--- config.mk ---
export PLATFORM = sky130hd
export DESIGN_NAME = mmbp_queue
export DESIGN_NICKNAME = d
export VERILOG_FILES = /design/src/hw/rtl/mmbp_pkg.sv /design/src/hw/rtl/mmbp_queue.sv
export SDC_FILE = /design/constraint.sdc
export NUM_CORES = 1
export LEC_CHECK = 0
export ABC_AREA = 1
export BUFFER_PORTS_ARGS = -buffer_cell sky130_fd_sc_hd__buf_2
export CORE_MARGIN = 10
export CORE_UTILIZATION = 52
export DETAILED_ROUTE_END_ITERATION = 10
export PLACE_DENSITY_LB_ADDON = 0.05
export SLEW_MARGIN = 40
export SYNTH_ARGS = -nofsm -noshare
export SYNTH_HDL_FRONTEND = slang
export SYNTH_SLANG_ARGS = --single-unit
--- constraint.sdc ---
create_clock -name clk -period 2 [get_ports clk]
set_input_delay 0.4 -clock clk [delete_from_list [all_inputs] [get_ports clk]]
set_output_delay 0.4 -clock clk [all_outputs]
set_load 0.05 [all_outputs]
--- src/hw/rtl/mmbp_pkg.sv ---
// ----------------------------------------------------------------------------
// Multi-mode branch predictor package
// Shared constants, the operation word passed from the front to the back,
// and the saturating counter step.
// ----------------------------------------------------------------------------
package mmbp_pkg;

    localparam int KIND_W        = 3;
    localparam int HIST_W        = 8;
    localparam int CTR_W         = 2;
    localparam int ADDR_W        = 32;
    localparam int WADDR_W       = 30;
    localparam int BIM_IDX_W_MAX = 16;
    localparam int PAT_IDX_W_MAX = 24;
    localparam int QUEUE_DEPTH   = 4;
    localparam int QPTR_W        = 2;
    localparam int QCNT_W        = 3;

    localparam logic [KIND_W-1:0] KIND_TAKEN     = 3'd0;
    localparam logic [KIND_W-1:0] KIND_NOT_TAKEN = 3'd1;
    localparam logic [KIND_W-1:0] KIND_BIMODAL   = 3'd2;
    localparam logic [KIND_W-1:0] KIND_TWO_LEVEL = 3'd3;
    localparam logic [KIND_W-1:0] KIND_GSHARE    = 3'd4;

    localparam logic [CTR_W-1:0] CTR_MIN   = 2'd0;
    localparam logic [CTR_W-1:0] CTR_RESET = 2'd1;
    localparam logic [CTR_W-1:0] CTR_MAX   = 2'd3;

    typedef enum logic [2:0] {
        OP_PRED_TAKEN,
        OP_PRED_NOT_TAKEN,
        OP_PRED_BIM,
        OP_PRED_PAT,
        OP_UPD_BIM,
        OP_UPD_PAT,
        OP_UPD_BOTH
    } op_kind_t;

    typedef struct packed {
        op_kind_t                 kind;
        logic                     taken;
        logic [BIM_IDX_W_MAX-1:0] bim_idx;
        logic [PAT_IDX_W_MAX-1:0] pat_idx;
    } op_t;

    function automatic logic [CTR_W-1:0] ctr_move(input logic [CTR_W-1:0] c, input logic up);
        logic [CTR_W-1:0] n;
        if (up)
        begin
            n = (c == CTR_MAX) ? c : c + 2'd1;
        end
        else
        begin
            n = (c == CTR_MIN) ? c : c - 2'd1;
        end
        return n;
    endfunction

endpackage

--- src/hw/rtl/mmbp_queue.sv ---
// ----------------------------------------------------------------------------
// Operation queue
// A short first-in first-out buffer of operation words between the front
// end and the table back end.
// ----------------------------------------------------------------------------
module mmbp_queue (
    input  logic          clk,
    input  logic          rst_n,
    input  logic          push,
    input  mmbp_pkg::op_t din,
    input  logic          pop,
    output logic          full,
    output logic          empty,
    output mmbp_pkg::op_t dout
);

    import mmbp_pkg::*;

    op_t               slots_reg [QUEUE_DEPTH];
    logic [QPTR_W-1:0] wr_ptr_reg;
    logic [QPTR_W-1:0] rd_ptr_reg;
    logic [QCNT_W-1:0] count_reg;

    assign full  = (count_reg == QCNT_W'(QUEUE_DEPTH));
    assign empty = (count_reg == '0);
    assign dout  = slots_reg[rd_ptr_reg];

    always_ff @(posedge clk or negedge rst_n)
    begin
        if (!rst_n)
        begin
            wr_ptr_reg <= '0;
            rd_ptr_reg <= '0;
            count_reg  <= '0;
        end
        else
        begin
            if (push)
            begin
                wr_ptr_reg <= wr_ptr_reg + 1'b1;
            end
            if (pop)
            begin
                rd_ptr_reg <= rd_ptr_reg + 1'b1;
            end
            if (push && !pop)
            begin
                count_reg <= count_reg + 1'b1;
            end
            else if (pop && !push)
            begin
                count_reg <= count_reg - 1'b1;
            end
        end
    end

    always_ff @(posedge clk)
    begin
        if (push)
        begin
            slots_reg[wr_ptr_reg] <= din;
        end
    end

endmodule

==> results_tabular.tex, run 1 <==
\begin{tabular}{lr}
\hline
Metric & Value \\
\hline
\multicolumn{2}{l}{\textbf{Run status}} \\
\quad Status & finished with violations \\
\quad Violations in the final reports & setup timing \\
\multicolumn{2}{l}{\textbf{Worst setup path}} \\
\quad Start of the worst register-to-register path & wr\_ptr\_reg[1]\$\_DFFE\_PN0P\_ \\
\quad R2R cell count & 5 \\
\quad CP Data Arrival Time & 1.73 ns \\
\quad Startpoint Class & flop \\
\quad Kind of critical path & flop to primary output \\
\quad Timing endpoint of the critical path & dout[7] \\
\quad Startpoint of the most critical setup path & rd\_ptr\_reg[0]\$\_DFFE\_PN0P\_ \\
\quad Endpoint required time on the critical path & 1.60 ns \\
\quad Peak fanout along the critical path & 8 \\
\quad Internal reg-to-reg setup slack & 0.50 ns \\
\quad Capture instance of the worst register-to-register path & slots\_reg[1][8]\$\_DFFE\_PP\_ \\
\quad Kind of capture point of the worst setup path & primary output \\
\multicolumn{2}{l}{\textbf{Global routing}} \\
\quad Leftover overflow at the end of global routing & 0 \\
\quad Global-route wire length before repair & 22700 microns \\
\quad Largest net degree at the start of global routing & 64 \\
\quad Antenna violations before repair & 2 \\
\quad Via count of the first global-routing pass & 4263 \\
\quad Total routing usage reported by global routing & 14.8\% \\
\multicolumn{2}{l}{\textbf{Timing}} \\
\quad Setup repair after global routing missed its margin & yes \\
\quad Final Hold Slack & 0.194 ns \\
\quad Rel. slew slack & 76.2\% \\
\quad Share of the clock period used by the worst path & 107\% \\
\quad Actual transition at the worst max-transition pin & 0.357 ns \\
\quad Minimum setup slack in the final design & -0.133 ns \\
\quad Highest clock frequency the design can meet & 469 MHz \\
\quad Setup violations, final & 44 \\
\quad Number of failing hold endpoints at the final stage & 0 \\
\quad Shortest period the worst path allows & 2.13 ns \\
\quad Final clock skew & 0.00605 ns \\
\quad Max-slew violations & 0 \\
\multicolumn{2}{l}{\textbf{Routing}} \\
\quad Detail-routed net length per standard cell & 17.3 microns \\
\quad Overall via count from detail\_route & 4392 \\
\quad DRC Markers & 0 \\
\quad Total routed wire length on the met1 layer & 6470 microns \\
\quad Top Metal Used & met5 \\
\quad Number of nets with antenna violations after routing & 0 \\
\quad WL met3 & 774 microns \\
\quad Routed length on met2 & 7290 microns \\
\quad Pre-antenna DRT Iters & 4 \\
\quad Drt first-iter violations & 234 \\
\quad Total Wirelength & 14800 microns \\
\quad DR vias/cell & 5.12 \\
\multicolumn{2}{l}{\textbf{Power and ir drop}} \\
\quad IR drop worst, VDD & 0.000941 V \\
\quad Final Power & 16.4 mW \\
\quad Power density of the placed cells & 1790 nW/um\^{}2 \\
\quad Leakage power summed over all cells & 3.72 nW \\
\multicolumn{2}{l}{\textbf{Clock tree}} \\
\quad Clock Pin Slew Worst Setup and Hold Paths & 0.06 ns \\
\quad H-tree level count & 4 \\
\quad Worst-skew pair later-pin latency & 0.42 ns \\
\quad Root buffer cell & clkbuf\_16 \\
\quad Clock tree from TritonCTS & yes \\
\quad Clock tree sinks & 183 \\
\quad Clock buffer count from CTS & 17 \\
\quad Clock buffer depth & 2 \\
\multicolumn{2}{l}{\textbf{Finish}} \\
\quad Fraction of layout cells with a size suffix above 1 & 23.6\% \\
\quad Nets & 725 \\
\quad Area delta synth->final & 22.0\% \\
\quad Number of antenna repair diodes & 0 \\
\quad Max reg flops & 176 \\
\multicolumn{2}{l}{\textbf{Die}} \\
\quad Overall die area & 19600 sq um \\
\quad Starting utilization of the core area & 53.5\% \\
\quad Overall die width & 140 microns \\
\quad Std-Cell Core Area & 14000 sq um \\
\quad Floorplan die height & 140 microns \\
\quad Num ports & 94 \\
\quad Number of core rows & 43 \\
\multicolumn{2}{l}{\textbf{Placement}} \\
\quad Estimated wirelength of the detail-placed design & 8880 microns \\
\quad Minimum setup slack after placement & 0.253 ns \\
\quad Final weighted congestion in routability-driven placement & 0.768 \\
\quad Count of buffers inserted at the top-level ports & 93 \\
\multicolumn{2}{l}{\textbf{Synthesis}} \\
\quad Number of synthesized register bits & 183 \\
\quad Part of the Yosys area used for sequential elements & 73.0\% \\
\quad Yosys warning count & 0 \\
\quad Synthesized area & 7480 sq um \\
\quad Post-synthesis area per instance & 13.3 sq um \\
\quad Net Count, Synth & 615 \\
\quad Synth Instances & 561 \\
\quad Unique masters post-synth & 20 \\
\multicolumn{2}{l}{\textbf{Min path}} \\
\quad Type of the tightest min-delay check & primary input to flop \\
\multicolumn{2}{l}{\textbf{Flow run}} \\
\quad Number of max-cap violations & 0 \\
\hline
\end{tabular}
worst min-delay path by stage:
| stage | start | endpoint | depth (start not counted) |
|---|---|---|---|
| 2_1_floorplan | rst_n | count_reg[0]$_DFFE_PN0P_ | 0 |
| 3_3_place_gp | rst_n | count_reg[0]$_DFFE_PN0P_ | 1 |
| 3_5_place_dp | rst_n | count_reg[0]$_DFFE_PN0P_ | 1 |
| 4_1_cts | din[8] | slots_reg[3][8]$_DFFE_PP_ | 1 |
| 5_1_grt | din[27] | slots_reg[2][27]$_DFFE_PP_ | 1 |
| 6_report | din[26] | slots_reg[3][26]$_DFFE_PP_ | 1 |
power breakdown:
part / leakage, nW / total, mW / internal (mW) / switching, mW
clock: 0.249 / 3.01 / 1.77 / 1.23
combinational: 1.78 / 8.08 / 2.79 / 5.29
sequential: 1.70 / 5.29 / 5.03 / 0.263
total: 3.72 / 16.4 / 9.60 / 6.79
layer usage:
| layer | vias to the layer above | track usage (%) |
|---|---|---|
| met5 | - | 0 |
| met4 | 4 | 5.38 |
| met3 | 26 | 5.14 |
| met2 | 111 | 24.1 |
| met1 | 2091 | 17.8 |
| li1 | 2160 | - |
cell families after synthesis:
group	Yosys count	synth area share, %
flops	183	73.0
buf+inv	130	8.39
simple gates	149	7.56
xor+xnor	4	0.468
compound gates	89	9.50
fa+ha+maj	6	1.10
cells in the mapped netlist:
cell / number / share of area [%]
inv_1: 99 / 5.0
buf_4: 1 / 0.10
buf_8: 2 / 0.40
nor3_1: 2 / 0.13
o21ai_1: 1 / 0.067
o211ai_1: 79 / 7.9
dfrtp_1: 7 / 2.3
nand3_1: 1 / 0.067
inv_2: 1 / 0.050
xor2_1: 3 / 0.35
buf_6: 13 / 2.0
nand2_1: 145 / 7.3
ha_1: 5 / 0.84
nand4_1: 1 / 0.084
buf_2: 13 / 0.87
clkbuf_1: 1 / 0.050
o211ai_2: 9 / 1.5
edfxtp_1: 176 / 71
xnor2_1: 1 / 0.12
fa_1: 1 / 0.27
layout by cell type (no fill, tap or decap), types with 4 or more instances in the layout:
master and n:
buf_2 49, inv_2 4, buf_12 11, edfxtp_1 176
dfrtp_1 5, buf_4 14, nand2_1 142, ha_1 5
clkinv_1 4, clkbuf_16 18, inv_1 95, o211ai_2 9
o211ai_1 79, buf_6 43
critical path, cell delays in order, from the launching register on:
cell,delay [ns]
dfrtp_4,0.55
buf_6,0.17
clkbuf_16,0.16
o211ai_1,0.17
nand2_1,0.10
buf_6,0.16
final cells by class:
class                           instances  area [sq um]
Clock buffer                           18           429
Clock inverter                          8          87.6
Sequential cell                       183          5470
Inverter                              100           378
Fill cell                            1048          4860
Timing Repair Buffer                  121          1140
Multi-Input combinational cell        248          1400
Tap cell                              180           225
timing repair:
| action | 4_1_cts | 5_1_grt |
|---|---|---|
| endpoints found under the setup margin | 44 | 44 |
| gates cloned | 1 | 3 |
| pin swaps | 3 | 17 |
| gates resized for setup | 70 | 24 |
| hold buffers | 1 | 0 |
| hold endpoints to repair | 7 | 0 |
| buffers inserted | 5 | 1 |
through the flow:
stage / util (%) / setup TNS (ns) / std cells / instance area (sq um)
5_1_grt: 65.3 / -6.20 / 858 / 9130
3_5_place_dp: 58.6 / 0 / 821 / 8190
4_1_cts: 64.3 / -2.82 / 854 / 8990
6_report: 65.3 / -2.59 / 858 / 9130
2_1_floorplan: - / 0 / 561 / 7480
3_3_place_gp: 58.6 / 0 / 821 / 8190
(Power assumes the default switching activity.)
==> run 2, diff against run 1 <==
CORE_UTILIZATION = 35   (was 52)
==> results_tabular.tex, run 2 (synthesis gave the netlist of run 1 again) <==
\begin{tabular}{lr}
\hline
Metric & Value \\
\hline
\multicolumn{2}{l}{\textbf{Run status}} \\
\quad Status & finished with violations \\
\quad Violations in the final reports & setup timing \\
\multicolumn{2}{l}{\textbf{Finish}} \\
\quad FILL cells & 1890 (+80\%) \\
\quad Max reg flops & 176 (unchanged) \\
\quad Most frequent standard cell in the layout excluding fill and tap cells & edfxtp\_1 \\
\quad Nets & 725 (unchanged) \\
\quad Combined area of the multi-input logic cells & 1410 sq um (+0.36\%) \\
\quad Commonest cells after routing, fill and taps aside & edfxtp\_1, nand2\_1, inv\_1 \\
\quad Filler-free cell count of the finished design & 959 (+12\%) \\
\quad Area delta synth->final & 25.3\% \\
\quad Fraction of layout cells with a size suffix above 1 & 24.0\% (+0.41 points) \\
\quad Register area & 5470 sq um (unchanged) \\
\multicolumn{2}{l}{\textbf{Routing}} \\
\quad DRC Markers & 0 (unchanged) \\
\quad Drt first-iter violations & 255 (+9.0\%) \\
\quad Detail-routed net length per standard cell & 17.8 microns (+3.0\%) \\
\quad Overall via count from detail\_route & 4405 (+0.30\%) \\
\quad Number of nets with antenna violations after routing & 0 (unchanged) \\
\quad DR vias/cell & 4.59 (-10\%) \\
\quad Pre-antenna DRT Iters & 5 (+1) \\
\quad Total Wirelength & 17100 microns (+15\%) \\
\multicolumn{2}{l}{\textbf{Worst setup path}} \\
\quad Endpoint required time on the critical path & 1.60 ns (about the same) \\
\quad Startpoint Class & flop \\
\quad Kind of capture point of the worst setup path & primary output \\
\quad Worst path max stage delay & 0.49 ns (-0.06 ns) \\
\quad Slowest stage cell on the critical path & dfrtp\_4 \\
\quad Kind of critical path & flop to primary output \\
\quad CP Data Arrival Time & 1.71 ns (-0.02 ns) \\
\quad Peak fanout along the critical path & 18 (+10) \\
\quad Worst path cell trace & buf\_6 > buf\_16 > o211ai\_1 > nand2\_2 > buf\_12 \\
\multicolumn{2}{l}{\textbf{Placement}} \\
\quad Cell Count Post-Placement & 914 (+11\%) \\
\quad Minimum setup slack after placement & 0.302 ns (+0.0485 ns) \\
\quad Final weighted congestion in routability-driven placement & 0.715 (-6.8\%) \\
\quad Estimated wirelength of the detail-placed design & 9440 microns (+6.4\%) \\
\quad Count of buffers inserted at the top-level ports & 93 (unchanged) \\
\multicolumn{2}{l}{\textbf{Timing}} \\
\quad Max-slew violations & 0 (unchanged) \\
\quad Setup violations, final & 44 (unchanged) \\
\quad Minimum setup slack in the final design & -0.110 ns (+0.0230 ns) \\
\quad Share of the clock period used by the worst path & 106\% (-1.1 points) \\
\quad Rel. slew slack & 76.0\% (-0.13 points) \\
\quad Highest clock frequency the design can meet & 474 MHz (+1.1\%) \\
\quad Final clock skew & 0.00738 ns (+0.00133 ns) \\
\quad Shortest period the worst path allows & 2.11 ns (-0.0230 ns) \\
\quad Final Hold Slack & 0.194 ns (+0.000271 ns) \\
\quad Setup repair after global routing missed its margin & yes \\
\quad Number of failing hold endpoints at the final stage & 0 (unchanged) \\
\quad Setup\_tns & -3.33 ns (-0.739 ns) \\
\quad Actual transition at the worst max-transition pin & 0.359 ns (+0.00202 ns) \\
\multicolumn{2}{l}{\textbf{Die}} \\
\quad Overall die area & 27600 sq um (+41\%) \\
\quad Number of core rows & 53 (+23\%) \\
\quad Std-Cell Core Area & 21000 sq um (+50\%) \\
\quad Overall die width & 166 microns (+19\%) \\
\quad Starting utilization of the core area & 35.6\% (-18 points) \\
\quad Floorplan die height & 166 microns (+19\%) \\
\quad Num ports & 94 (unchanged) \\
\multicolumn{2}{l}{\textbf{Power and ir drop}} \\
\quad Final Power & 16.8 mW (+2.6\%) \\
\quad Power density of the placed cells & 1790 nW/um\^{}2 (about the same) \\
\quad Leakage power summed over all cells & 3.75 nW (+0.81\%) \\
\quad IR drop worst, VDD & 0.000722 V (-23\%) \\
\multicolumn{2}{l}{\textbf{Global routing}} \\
\quad Antenna violations before repair & 3 (+1) \\
\quad Via count of the first global-routing pass & 4411 (+3.5\%) \\
\quad Met2 layer usage reported by global route & 19.3\% (-4.7 points) \\
\quad Largest net degree at the start of global routing & 83 (+30\%) \\
\quad Global routing's busiest layer & met2 \\
\quad GR Util met1 & 12.6\% (-5.2 points) \\
\quad Total routing usage reported by global routing & 11.3\% (-3.5 points) \\
\quad Fraction of met3 tracks used by global routing & 3.95\% (-1.2 points) \\
\quad Global-route wire length before repair & 24200 microns (+6.5\%) \\
\quad Leftover overflow at the end of global routing & 0 (unchanged) \\
\multicolumn{2}{l}{\textbf{Clock tree}} \\
\quad Clock tree from TritonCTS & yes \\
\quad Clock buffer depth & 2 (unchanged) \\
\quad H-tree level count & 4 (unchanged) \\
\quad Root buffer cell & clkbuf\_16 \\
\quad Worst-skew pair later-pin latency & 0.42 ns (about the same) \\
\quad Clock tree sinks & 183 (unchanged) \\
\quad Clock buffer count from CTS & 17 (unchanged) \\
\quad Clock Pin Slew Worst Setup and Hold Paths & 0.06 ns (about the same) \\
\multicolumn{2}{l}{\textbf{Min path}} \\
\quad Type of the tightest min-delay check & primary input to flop \\
\multicolumn{2}{l}{\textbf{Flow run}} \\
\quad Number of max-cap violations & 0 (unchanged) \\
\hline
\end{tabular}
==> run 2: layer usage <==
metal	vias up	share of wire [%]
met5	-	0.17
met4	4	0.91
met3	14	4.8
met2	86	51
met1	2137	44
li1	2164	-
==> run 2: path summary, 6_finish.rpt <==
kind	slack, ns	startpoint	to	cells after the start
max	-0.11	rd_ptr_reg[0]$_DFFE_PN0P_	dout[41]	5
min	0.19	din[17]	slots_reg[3][17]$_DFFE_PP_	1
max reg2reg	0.53	wr_ptr_reg[0]$_DFFE_PN0P_	slots_reg[2][35]$_DFFE_PP_	5
min reg2reg	0.51	count_reg[2]$_DFFE_PN0P_	count_reg[2]$_DFFE_PN0P_	2
max in group asynchronous	1.46	rst_n	rd_ptr_reg[0]$_DFFE_PN0P_	2
min in group asynchronous	0.35	rst_n	count_reg[2]$_DFFE_PN0P_	2
==> run 2: cell type report <==
type	count	share of cell area, %
flip-flops and latches	183	58.3
diodes	1	0.0267
clock buffers	21	4.70
clock inverters	10	0.881
well taps	275	3.67
multi-input cells	248	15.0
repair buffers	121	13.4
inverters	100	4.01
==> run 2: what timing repair did <==
item	in CTS	in global routing
resized for setup	42	55
gates cloned	0	10
buffers inserted	0	2
setup endpoints to repair	44	44
pin swaps	0	62
hold buffers	1	0
endpoints found under the hold margin	7	0
==> run 2: power breakdown <==
part | switching (mW) | total, mW | internal [mW]
logic | 5.53 | 8.56 | 3.02
clock network | 1.32 | 3.01 | 1.69
registers | 0.216 | 5.24 | 5.03
total | 7.07 | 16.8 | 9.74
==> run 2: critical path, delay by kind of cell, from the launching register on <==
kind / cells / cell delay, ns
AO/OA/AOI/OAI: 1 / 0.20
flip-flops: 1 / 0.49
AND/OR/NAND/NOR: 1 / 0.12
buffers and inverters: 3 / 0.48
==> run 2: stage by stage <==
step,instance area (sq um),utilization (%)
2_1_floorplan,7480,-
3_3_place_gp,8300,39.5
3_5_place_dp,8300,39.5
4_1_cts,8940,42.5
5_1_grt,9370,44.6
6_report,9370,44.6
