--- config.mk ---
export PLATFORM = sky130hd
export DESIGN_NAME = mmbp_front
export DESIGN_NICKNAME = d
export VERILOG_FILES = /design/src/hw/rtl/mmbp_pkg.sv /design/src/hw/rtl/mmbp_rem.sv /design/src/hw/rtl/mmbp_front.sv
export SDC_FILE = /design/constraint.sdc
export NUM_CORES = 1
export LEC_CHECK = 0
export ABC_AREA = 0
export BUFFER_PORTS_ARGS = -buffer_cell sky130_fd_sc_hd__buf_2
export CAP_MARGIN = 20
export CORE_MARGIN = 4
export CORE_UTILIZATION = 25
export DETAILED_ROUTE_END_ITERATION = 10
export GPL_TIMING_DRIVEN = 0
export SETUP_SLACK_MARGIN = 0.4
export SYNTH_ARGS = -nofsm -noshare
export SYNTH_HDL_FRONTEND = slang
export SYNTH_SLANG_ARGS = --single-unit
--- constraint.sdc ---
create_clock -name clk -period 4.6 [get_ports clk]
set_input_delay 0.23 -clock clk [delete_from_list [all_inputs] [get_ports clk]]
set_output_delay 0.23 -clock clk [all_outputs]
set_load 0.01 [all_outputs]
--- src/hw/rtl/mmbp_pkg.sv ---
// ----------------------------------------------------------------------------
// Multi-mode branch predictor package
// Shared constants, the operation word passed from the front to the back,
// and the saturating counter step.
// ----------------------------------------------------------------------------
package mmbp_pkg;

    localparam int KIND_W        = 3;
    localparam int HIST_W        = 8;
    localparam int CTR_W         = 2;
    localparam int ADDR_W        = 32;
    localparam int WADDR_W       = 30;
    localparam int BIM_IDX_W_MAX = 16;
    localparam int PAT_IDX_W_MAX = 24;
    localparam int QUEUE_DEPTH   = 4;
    localparam int QPTR_W        = 2;
    localparam int QCNT_W        = 3;

    localparam logic [KIND_W-1:0] KIND_TAKEN     = 3'd0;
    localparam logic [KIND_W-1:0] KIND_NOT_TAKEN = 3'd1;
    localparam logic [KIND_W-1:0] KIND_BIMODAL   = 3'd2;
    localparam logic [KIND_W-1:0] KIND_TWO_LEVEL = 3'd3;
    localparam logic [KIND_W-1:0] KIND_GSHARE    = 3'd4;

    localparam logic [CTR_W-1:0] CTR_MIN   = 2'd0;
    localparam logic [CTR_W-1:0] CTR_RESET = 2'd1;
    localparam logic [CTR_W-1:0] CTR_MAX   = 2'd3;

    typedef enum logic [2:0] {
        OP_PRED_TAKEN,
        OP_PRED_NOT_TAKEN,
        OP_PRED_BIM,
        OP_PRED_PAT,
        OP_UPD_BIM,
        OP_UPD_PAT,
        OP_UPD_BOTH
    } op_kind_t;

    typedef struct packed {
        op_kind_t                 kind;
        logic                     taken;
        logic [BIM_IDX_W_MAX-1:0] bim_idx;
        logic [PAT_IDX_W_MAX-1:0] pat_idx;
    } op_t;

    function automatic logic [CTR_W-1:0] ctr_move(input logic [CTR_W-1:0] c, input logic up);
        logic [CTR_W-1:0] n;
        if (up)
        begin
            n = (c == CTR_MAX) ? c : c + 2'd1;
        end
        else
        begin
            n = (c == CTR_MIN) ? c : c - 2'd1;
        end
        return n;
    endfunction

endpackage

--- src/hw/rtl/mmbp_rem.sv ---
// ----------------------------------------------------------------------------
// Remainder unit
// Reduces an unsigned value modulo a constant. Powers of two and divisors
// above the input range reduce by masking. For other divisors a reciprocal
// multiplication gives the quotient, registered with the value, then the
// quotient times the divisor is subtracted from the value into a register.
// ----------------------------------------------------------------------------
module mmbp_rem #(
    parameter int W  = 8,
    parameter int N  = 2,
    parameter int RW = 1
) (
    input  logic          clk,
    input  logic          rst_n,
    input  logic          load,
    input  logic [W-1:0]  x,
    output logic          done,
    output logic [RW-1:0] r
);

    localparam bit DIRECT = ((N & (N - 1)) == 0) || (N >= 2 ** W);

    generate
        if (DIRECT)
        begin : g_direct
            localparam logic [W-1:0] MASK = (N >= 2 ** W) ? {W{1'b1}} : W'(N - 1);

            assign r    = RW'(x & MASK);
            assign done = 1'b1;
        end
        else
        begin : g_recip
            localparam int L  = $clog2(N);
            localparam int S  = W + L;
            localparam int MW = W + 1;
            localparam int PW = W + MW;
            localparam logic [MW-1:0] RECIP =
                MW'(((64'd1 << S) + 64'(N) - 64'd1) / 64'(N));
            localparam logic [W-1:0] DIV = W'(N);

            logic [W-1:0]  x_reg;
            logic [W-1:0]  quo_reg;
            logic [RW-1:0] r_reg;
            logic          step_reg;
            logic [PW-1:0] prod;
            logic [W-1:0]  rem_full;

            always_comb
            begin
                prod     = PW'(x) * PW'(RECIP);
                rem_full = x_reg - quo_reg * DIV;
            end

            always_ff @(posedge clk or negedge rst_n)
            begin
                if (!rst_n)
                begin
                    step_reg <= 1'b0;
                end
                else
                begin
                    step_reg <= load;
                end
            end

            always_ff @(posedge clk)
            begin
                if (load)
                begin
                    x_reg   <= x;
                    quo_reg <= W'(prod >> S);
                end
                if (step_reg)
                begin
                    r_reg <= RW'(rem_full);
                end
            end

            assign r    = r_reg;
            assign done = !step_reg && !load;
        end
    endgenerate

endmodule

--- src/hw/rtl/mmbp_front.sv ---
// ----------------------------------------------------------------------------
// Predictor front end
// Accepts commands, keeps the global history in command order, computes the
// table indices; commands but static-kind updates become back operation words.
// ----------------------------------------------------------------------------
module mmbp_front #(
    parameter int BIMODAL_ENTRIES = 256,
    parameter int PATTERN_ROWS    = 256,
    parameter int PATTERN_COLS    = 16
) (
    input  logic                        clk,
    input  logic                        rst_n,
    input  logic                        start,
    input  logic                        mode,
    input  logic [mmbp_pkg::ADDR_W-1:0] branch_address,
    input  logic                        outcome_taken,
    input  logic [mmbp_pkg::KIND_W-1:0] kind,
    input  logic                        clearing,
    input  logic                        full,
    output logic                        busy,
    output logic                        push,
    output mmbp_pkg::op_t               op
);

    import mmbp_pkg::*;

    localparam int BW  = $clog2(BIMODAL_ENTRIES);
    localparam int PRW = $clog2(PATTERN_ROWS);
    localparam int CLW = (PATTERN_COLS > 1) ? $clog2(PATTERN_COLS) : 1;
    localparam int PIW = $clog2(PATTERN_ROWS * PATTERN_COLS);

    logic               item_valid_reg;
    logic               fresh_reg;
    logic               r3_started_reg;
    logic               mode_reg;
    logic               taken_reg;
    logic [WADDR_W-1:0] addr_reg;
    logic [HIST_W-1:0]  hist_snap_reg;
    logic [HIST_W-1:0]  hist_reg;

    logic               accept;
    logic               retire;
    logic               ready_item;
    logic               need_push;
    logic               r3_load;
    logic               slot_done;
    logic               col_done;
    logic               gsh_done;
    logic               r3_done;
    logic [BW-1:0]      slot_r;
    logic [CLW-1:0]     col_r;
    logic [PRW-1:0]     gsh_r;
    logic [PRW-1:0]     r3_r;
    logic [PRW-1:0]     row_sel;
    logic [CLW-1:0]     col_sel;
    logic [PIW-1:0]     pat_idx;

    mmbp_rem #(.W(WADDR_W), .N(BIMODAL_ENTRIES), .RW(BW)) u_slot (
        .clk   (clk),
        .rst_n (rst_n),
        .load  (fresh_reg),
        .x     (addr_reg),
        .done  (slot_done),
        .r     (slot_r)
    );

    mmbp_rem #(.W(HIST_W), .N(PATTERN_COLS), .RW(CLW)) u_col (
        .clk   (clk),
        .rst_n (rst_n),
        .load  (fresh_reg),
        .x     (hist_snap_reg),
        .done  (col_done),
        .r     (col_r)
    );

    mmbp_rem #(.W(WADDR_W), .N(PATTERN_ROWS), .RW(PRW)) u_gsh (
        .clk   (clk),
        .rst_n (rst_n),
        .load  (fresh_reg),
        .x     (addr_reg ^ WADDR_W'(hist_snap_reg)),
        .done  (gsh_done),
        .r     (gsh_r)
    );

    mmbp_rem #(.W(BW), .N(PATTERN_ROWS), .RW(PRW)) u_row (
        .clk   (clk),
        .rst_n (rst_n),
        .load  (r3_load),
        .x     (slot_r),
        .done  (r3_done),
        .r     (r3_r)
    );

    assign r3_load    = item_valid_reg && slot_done && !r3_started_reg;
    assign ready_item = item_valid_reg && slot_done && col_done && gsh_done && r3_done;
    assign push       = ready_item && need_push && !full;
    assign retire     = ready_item && (!need_push || !full);
    assign busy       = clearing || (item_valid_reg && !retire);
    assign accept     = start && !busy;

    always_comb
    begin
        if (kind == KIND_GSHARE)
        begin
            row_sel = gsh_r;
            col_sel = '0;
        end
        else
        begin
            row_sel = r3_r;
            col_sel = col_r;
        end
        pat_idx = PIW'(row_sel) * PIW'(PATTERN_COLS) + PIW'(col_sel);
    end

    always_comb
    begin
        op         = '0;
        op.kind    = OP_PRED_NOT_TAKEN;
        op.taken   = taken_reg;
        op.bim_idx = BIM_IDX_W_MAX'(slot_r);
        op.pat_idx = PAT_IDX_W_MAX'(pat_idx);
        need_push  = 1'b1;
        if (!mode_reg)
        begin
            unique case (kind)
                KIND_TAKEN:     op.kind = OP_PRED_TAKEN;
                KIND_BIMODAL:   op.kind = OP_PRED_BIM;
                KIND_TWO_LEVEL: op.kind = OP_PRED_PAT;
                KIND_GSHARE:    op.kind = OP_PRED_PAT;
                default:        op.kind = OP_PRED_NOT_TAKEN;
            endcase
        end
        else
        begin
            unique case (kind)
                KIND_BIMODAL:   op.kind = OP_UPD_BIM;
                KIND_TWO_LEVEL: op.kind = OP_UPD_BOTH;
                KIND_GSHARE:    op.kind = OP_UPD_PAT;
                default:        need_push = 1'b0;
            endcase
        end
    end

    always_ff @(posedge clk or negedge rst_n)
    begin
        if (!rst_n)
        begin
            item_valid_reg <= 1'b0;
            fresh_reg      <= 1'b0;
            r3_started_reg <= 1'b0;
            hist_reg       <= '0;
        end
        else
        begin
            fresh_reg <= accept;
            if (accept)
            begin
                item_valid_reg <= 1'b1;
                r3_started_reg <= 1'b0;
            end
            else
            begin
                if (retire)
                begin
                    item_valid_reg <= 1'b0;
                end
                if (r3_load)
                begin
                    r3_started_reg <= 1'b1;
                end
            end
            if (accept && mode)
            begin
                hist_reg <= {hist_reg[HIST_W-2:0], outcome_taken};
            end
        end
    end

    always_ff @(posedge clk)
    begin
        if (accept)
        begin
            mode_reg      <= mode;
            taken_reg     <= outcome_taken;
            addr_reg      <= branch_address[ADDR_W-1:2];
            hist_snap_reg <= hist_reg;
        end
    end

endmodule

==> results of run 1 <==
-- worst max-delay path by stage --
stage                        from           to  slack, ps
after floorplan           kind[2]  addr_reg[0]       2780
after global placement    kind[2]  addr_reg[5]       2230
after detailed placement  kind[2]  addr_reg[4]       2650
after CTS                 kind[1]        op[4]       2670
after global routing      kind[1]        op[8]       2500
final                     kind[1]        op[4]       2750
-- cell type report --
class                           count  area, um2  share of cell area, %
Buffer                             22        165                   9.59
Tap cell                           67       83.8                   4.87
Clock buffer                        4       45.0                   2.61
Timing Repair Buffer               44        225                   13.1
Sequential cell                    27        766                   44.4
Multi-Input combinational cell     67        438                   25.4
-- routing by layer --
| metal | vias up | part of all wire [%] |
|---|---|---|
| li1 | 420 | - |
| met1 | 375 | 39 |
| met2 | 37 | 53 |
| met3 | 5 | 6.6 |
| met4 | 0 | 1.7 |
| met5 | - | 0 |
-- metrics by stage --
| step | setup slack, ps | instances |
|---|---|---|
| after floorplan | 2780 | 116 |
| after global routing | 2500 | 231 |
| after CTS | 2670 | 231 |
| after detailed placement | 2650 | 226 |
| after global placement | 2230 | 226 |
| final | 2750 | 231 |
-- synth_stat cells --
master and instances:
edfxtp_1 18, xnor2_1 8, nand2_1 11, or2_2 1, and2_1 4, a21boi_0 1, conb_1 1, nand2b_1 3
dfrtp_1 9, or2b_1 1, or3b_1 1, a31oi_4 1, nor3b_4 1, nor3b_1 1, nor2b_1 1, mux2_4 2
buf_4 22, o21ai_0 1, mux2_2 6, nor2_1 2, nand3_1 1, o22ai_1 1
-- cells by family after synthesis --
| group | synth area share [%] |
|---|---|
| other | 0.290 |
| buffers and inverters | 12.8 |
| XOR/XNOR | 5.41 |
| flip-flops | 59.1 |
| multiplexers | 7.54 |
| AND/OR/NAND/NOR | 11.8 |
| AO/OA/AOI/OAI | 3.09 |
-- power groups by stage --
stage / logic (uW) / registers [uW] / clock network, uW
after floorplan: 77.0 / 335 / 0
final: 110 / 336 / 130
after CTS: 111 / 337 / 136
after global routing: 120 / 342 / 147
after global placement: 108 / 341 / 0
after detailed placement: 110 / 342 / 0
-- cells in the final DEF, fill, tap and decap left out, types with 2 or more instances in the layout --
master     n
edfxtp_1  18
buf_4     22
and2_1     4
clkbuf_8   3
nand2_1   11
conb_1    20
mux2_2     6
buf_2     43
mux2_4     2
nand2b_1   3
dfrtp_1    9
xnor2_1    8
-- worst max-delay path, delay by kind of cell --
| kind | cells | cell delay [ps] |
|---|---|---|
| AND/OR/NAND/NOR | 2 | 940 |
| buffers and inverters | 2 | 270 |
| XOR/XNOR | 1 | 180 |
-- repair_timing --
action / 4_1_cts / 5_1_grt
endpoints found under the setup margin: 0 / 0
endpoints found under the hold margin: 9 / 0
hold buffers: 1 / 0
==> impl_metrics.py, run 1 <==
metrics = {
    "timing": {
        "rsz0062_at_grt": "false",
        "period_minus_slack_ps": 1850,
        "hold_viol": 0,
        "max_slew_margin_pct": 37.9,
        "fin_skew_ps": 3.66,
        "post-route-period-util_pct": 40.3,
        "setup_tns_ps": 0,
        "setup_viol": 0,
        "whs_ps": 132,
        "max_freq_ghz": 0.540,
        "slew_violations": 0,
        "worst_pin_slew_ps": 929,
    },
    "worst_setup_path": {
        "path_class": "in -> out",
        "cp-start-kind": "primary input",
        "crit_path_top_delay_cell": "nor3b_1",
        "path_max_fanout": 8,
        "rr_worst_depth": 2,
        "r2r_end": "hist_snap_reg[6]",
        "worst_path_largest_cell_delay_ps": 760,
        "worstPathArrival_ps": 1620,
        "cp_common_cell": "buf_2",
        "reg2reg_from": "mode_reg",
        "r2r_slack_ps": 2850,
        "crit_path_end_kind": "output port",
        "crit_chain": "buf_2 -> nor3b_1 -> nand2_1 -> xnor2_1 -> buf_2",
        "cp.required_ps": 4370,
    },
    "job": {
        "maxCapViolCount": 0,
    },
    "grt": {
        "grt_max_degree": 19,
        "use_met3_pct": 1.35,
        "grt_pass1_vias": 786,
        "grt_use_met2_pct": 14.0,
        "grt_overflow": 0,
        "grtUsageMet1_pct": 8.06,
        "grt_busiest_layer": "met2",
        "grt_util_all_layers_pct": 7.51,
        "grt_pass1_wl_mm": 3.73,
        "antenna_found_initial": 0,
    },
    "power": {
        "p_int_uw": 435,
        "p_sw_uw": 141,
        "power.share.sequential_pct": 58.4,
        "ir_worst_vdd_mv": 0.148,
        "p_leak_uw": 0.000789,
        "power.total_uw": 576,
        "p_clk_share_pct": 22.5,
        "combinationalPowerShare_pct": 19.1,
        "p_per_area_mw_per_mm2": 334,
        "swShare_pct": 24.5,
    },
    "min_path": {
        "min_delay_path_depth": 1,
        "min_from": "branch_address[3]",
        "holdPathEnd": "addr_reg[1]",
        "hp-class": "in -> reg",
    },
    "yosys": {
        "syn_area_mm2": 0.00129,
        "netlist.area_leader.share_pct": 41.7,
        "synth_area_per_cell_um2": 13.4,
        "yosys.area.top_type": "edfxtp_1",
        "synthesis.instances": 97,
        "ys_seq_area_share_pct": 59.1,
        "yosys_warnings": 0,
        "synth_area_leaders": "edfxtp_1, dfrtp_1, buf_4",
        "ys_ff_latch": 27,
        "synth_cell_types": 22,
    },
    "final_layout": {
        "postLayoutCoreUtil_pct": 35.3,
        "fillers": 502,
        "area_delta_synth_final_pct": 33.0,
        "n_antenna_cell": 0,
        "finalNetCount": 207,
        "layout-drive-gt1-share_pct": 48.8,
        "fin_area_mm2": 0.00172,
    },
    "floorplan": {
        "io_pins": 88,
        "dieArea_mm2": 0.00640,
        "core_mm2": 0.00488,
        "die_h_um": 80.0,
        "rows": 25,
        "die-width_um": 80.0,
        "start_util_pct": 26.5,
    },
    "placement": {
        "port_buffers": 43,
        "gp_congestion": 0.707,
        "dp_hpwl_mm": 1.95,
        "post_dp_cell_area_mm2": 0.00167,
    },
    "routing": {
        "routedWlPerCell_um": 10.4,
        "routed_wl_mm": 2.41,
        "vias": 837,
        "ant_nets": 0,
        "drc_errors": 0,
        "via_per_inst": 3.62,
        "first_iter_violations": 14,
        "firstDrtPassIters": 3,
    },
    "clocking": {
        "cts_sinks": 27,
        "cts_made_buffers": 3,
        "cts_tree": "done",
        "clk_path_buf_depth": 2,
        "postCtsSetupBuffers": 0,
        "cts.htree.levels": 1,
        "clkLatencyLatePin_ps": 270,
        "cts_root_buf": "clkbuf_8",
        "path_clk_slew_ps": 90,
        "cts_resized": 0,
    },
    "outcome": {
        "status": "completed",
    },
}
No activity file was read; power rests on OpenSTA's default activity.
==> run 2: changes to the inputs <==
==> constraint.sdc (replaced) <==
create_clock -name clk -period 1.6 [get_ports clk]
set_input_delay 0.08 -clock clk [delete_from_list [all_inputs] [get_ports clk]]
set_output_delay 0.08 -clock clk [all_outputs]
set_load 0.01 [all_outputs]
==> run 2 against run 1 <==
First-iteration DRC count down 29%. Final cell count up 7.4%. Via count is 8.0% higher. Clock-buffer cell count is the same. Largest cell class unchanged. Sequential share of layout area shrank 6.5 points. Final area increased by 17%. Largest power group unchanged. Non-clock buffer count rose by 17. Combinational power grew to 4.0 times the previous value. Die area did not move. Clock power increased to 2.9 times the previous value. Sequential power grew to 2.9 times the previous value. Routed wire length increased by 8.2%.
==> impl_metrics.py, run 2 (same netlist as run 1, synthesis figures left out) <==
metrics = {
    "outcome": {
        "status": "completed",
    },
    "timing": {
        "slew_violations": 0,
        "post-route-period-util_pct": 87.2,
        "period_minus_slack_ps": 1400,
        "finalWorstSetupSlack_ps": 204,
        "setup_tns_ps": 0,
        "hold_viol": 0,
        "setup_viol": 0,
        "whs_ps": 171,
        "rsz0062_at_grt": "true",
        "max_freq_ghz": 0.716,
        "fin_skew_ps": 5.20,
    },
    "worst_setup_path": {
        "reg2reg_from": "mode_reg",
        "crit_chain": "a31oi_4 -> nor3b_4 -> buf_12 -> mux2_4",
        "cp-endpoint": "hist_reg[7]",
        "crit_path_end_kind": "flip-flop",
        "cp-start-kind": "flip-flop",
        "rr_worst_depth": 4,
        "crit_path_start": "mode_reg",
        "cp.required_ps": 1750,
        "path_delay_family": "flip-flops",
        "worst_path_largest_cell_delay_ps": 420,
        "path_max_fanout": 8,
        "r2r_end": "hist_reg[7]",
        "path_class": "reg -> reg",
        "cp.depth": 4,
        "crit_path_top_delay_cell": "edfxtp_1",
        "cp_num_buf_inv": 1,
        "r2r_slack_ps": 200,
        "worstPathArrival_ps": 1550,
    },
    "final_layout": {
        "area_delta_synth_final_pct": 55.8,
        "fin_cells": 248,
        "fillers": 473,
        "n_antenna_cell": 0,
        "final_common_cell": "buf_2",
        "final_cell_mix": "buf_2, buf_4, conb_1",
        "finalNetCount": 224,
        "layout-drive-gt1-share_pct": 51.4,
    },
    "floorplan": {
        "core_mm2": 0.00488,
        "start_util_pct": 26.5,
        "rows": 25,
        "dieArea_mm2": 0.00640,
        "die_h_um": 80.0,
        "io_pins": 88,
        "die-width_um": 80.0,
    },
    "power": {
        "ir_worst_vdd_mv": 0.492,
        "p_per_area_mw_per_mm2": 888,
        "power.total_uw": 1790,
        "p_leak_uw": 0.000922,
    },
    "routing": {
        "routedWlPerCell_um": 10.5,
        "via_per_inst": 3.65,
        "routed_wl_mm": 2.61,
        "vias": 904,
        "firstDrtPassIters": 2,
        "first_iter_violations": 10,
        "ant_nets": 0,
        "drc_errors": 0,
    },
    "placement": {
        "dp_hpwl_mm": 2.00,
        "place_ws_ps": 9.86,
        "gp_congestion": 0.703,
        "port_buffers": 43,
        "placedCellCount": 226,
    },
    "clocking": {
        "clk_path_buf_depth": 2,
        "cts.htree.levels": 1,
        "cts_made_buffers": 3,
        "cts_tree": "done",
        "path_clk_slew_ps": 90,
        "clkLatencyLatePin_ps": 270,
        "cts_root_buf": "clkbuf_8",
        "cts_sinks": 27,
    },
    "grt": {
        "antenna_found_initial": 0,
        "grt_util_all_layers_pct": 8.36,
        "grt_pass1_vias": 881,
        "grt_pass1_wl_mm": 4.15,
        "grt_max_degree": 15,
        "grt_overflow": 0,
    },
    "job": {
        "maxCapViolCount": 0,
    },
    "min_path": {
        "hp-class": "in -> reg",
        "min_from": "start",
    },
}
run 2: worst reg2reg max path, stage by stage, from the launching register on:
cell	delay (ps)
edfxtp_1	420
a31oi_4	150
nor3b_4	250
buf_12	170
mux2_4	300
run 2: where the power goes:
part / internal, uW / total, uW / switching [uW]
combinational: 285 / 443 / 158
clock: 178 / 374 / 196
sequential: 895 / 977 / 81.6
total: 1360 / 1790 / 435
run 2: worst min-delay path by stage:
stage,to,slack [ps],cells past startpoint
floorplan,hist_reg[0],-220,0
global placement,hist_reg[6],-60,1
detailed placement,hist_reg[6],-60,1
CTS,item_valid_reg,160,3
global route,item_valid_reg,170,3
finish,item_valid_reg,170,3
run 2: final cells by class:
cell class              instances  area, um2  share of cell area [%]
well taps                      67       83.8                    4.15
multi-input cells              67        492                    24.4
plain buffers                  22        169                    8.37
clock buffers                   4       45.0                    2.23
flip-flops and latches         27        766                    37.9
repair buffers                 61        463                    22.9
run 2: metrics by stage:
step	utilization (%)	area (um2)
2_1_floorplan	-	1370
4_1_cts	40.0	1950
3_3_place_gp	34.3	1670
6_report	41.4	2020
3_5_place_dp	34.3	1670
5_1_grt	41.4	2020
run 2: metal layers:
layer	GRT usage, %	wire [um]	up-vias
li1	-	-	456
met1	9.73	1080	408
met2	15.1	1340	36
met3	1.13	156	4
met4	3.55	27	0
met5	0	0	-
run 2: timing repair:
action | in CTS | in global routing
resized for setup | 9 | 16
hold buffers | 11 | 0
setup endpoints to repair | 38 | 43
endpoints found under the hold margin | 19 | 0
pin swaps | 3 | 6
setup buffers | 7 | 0
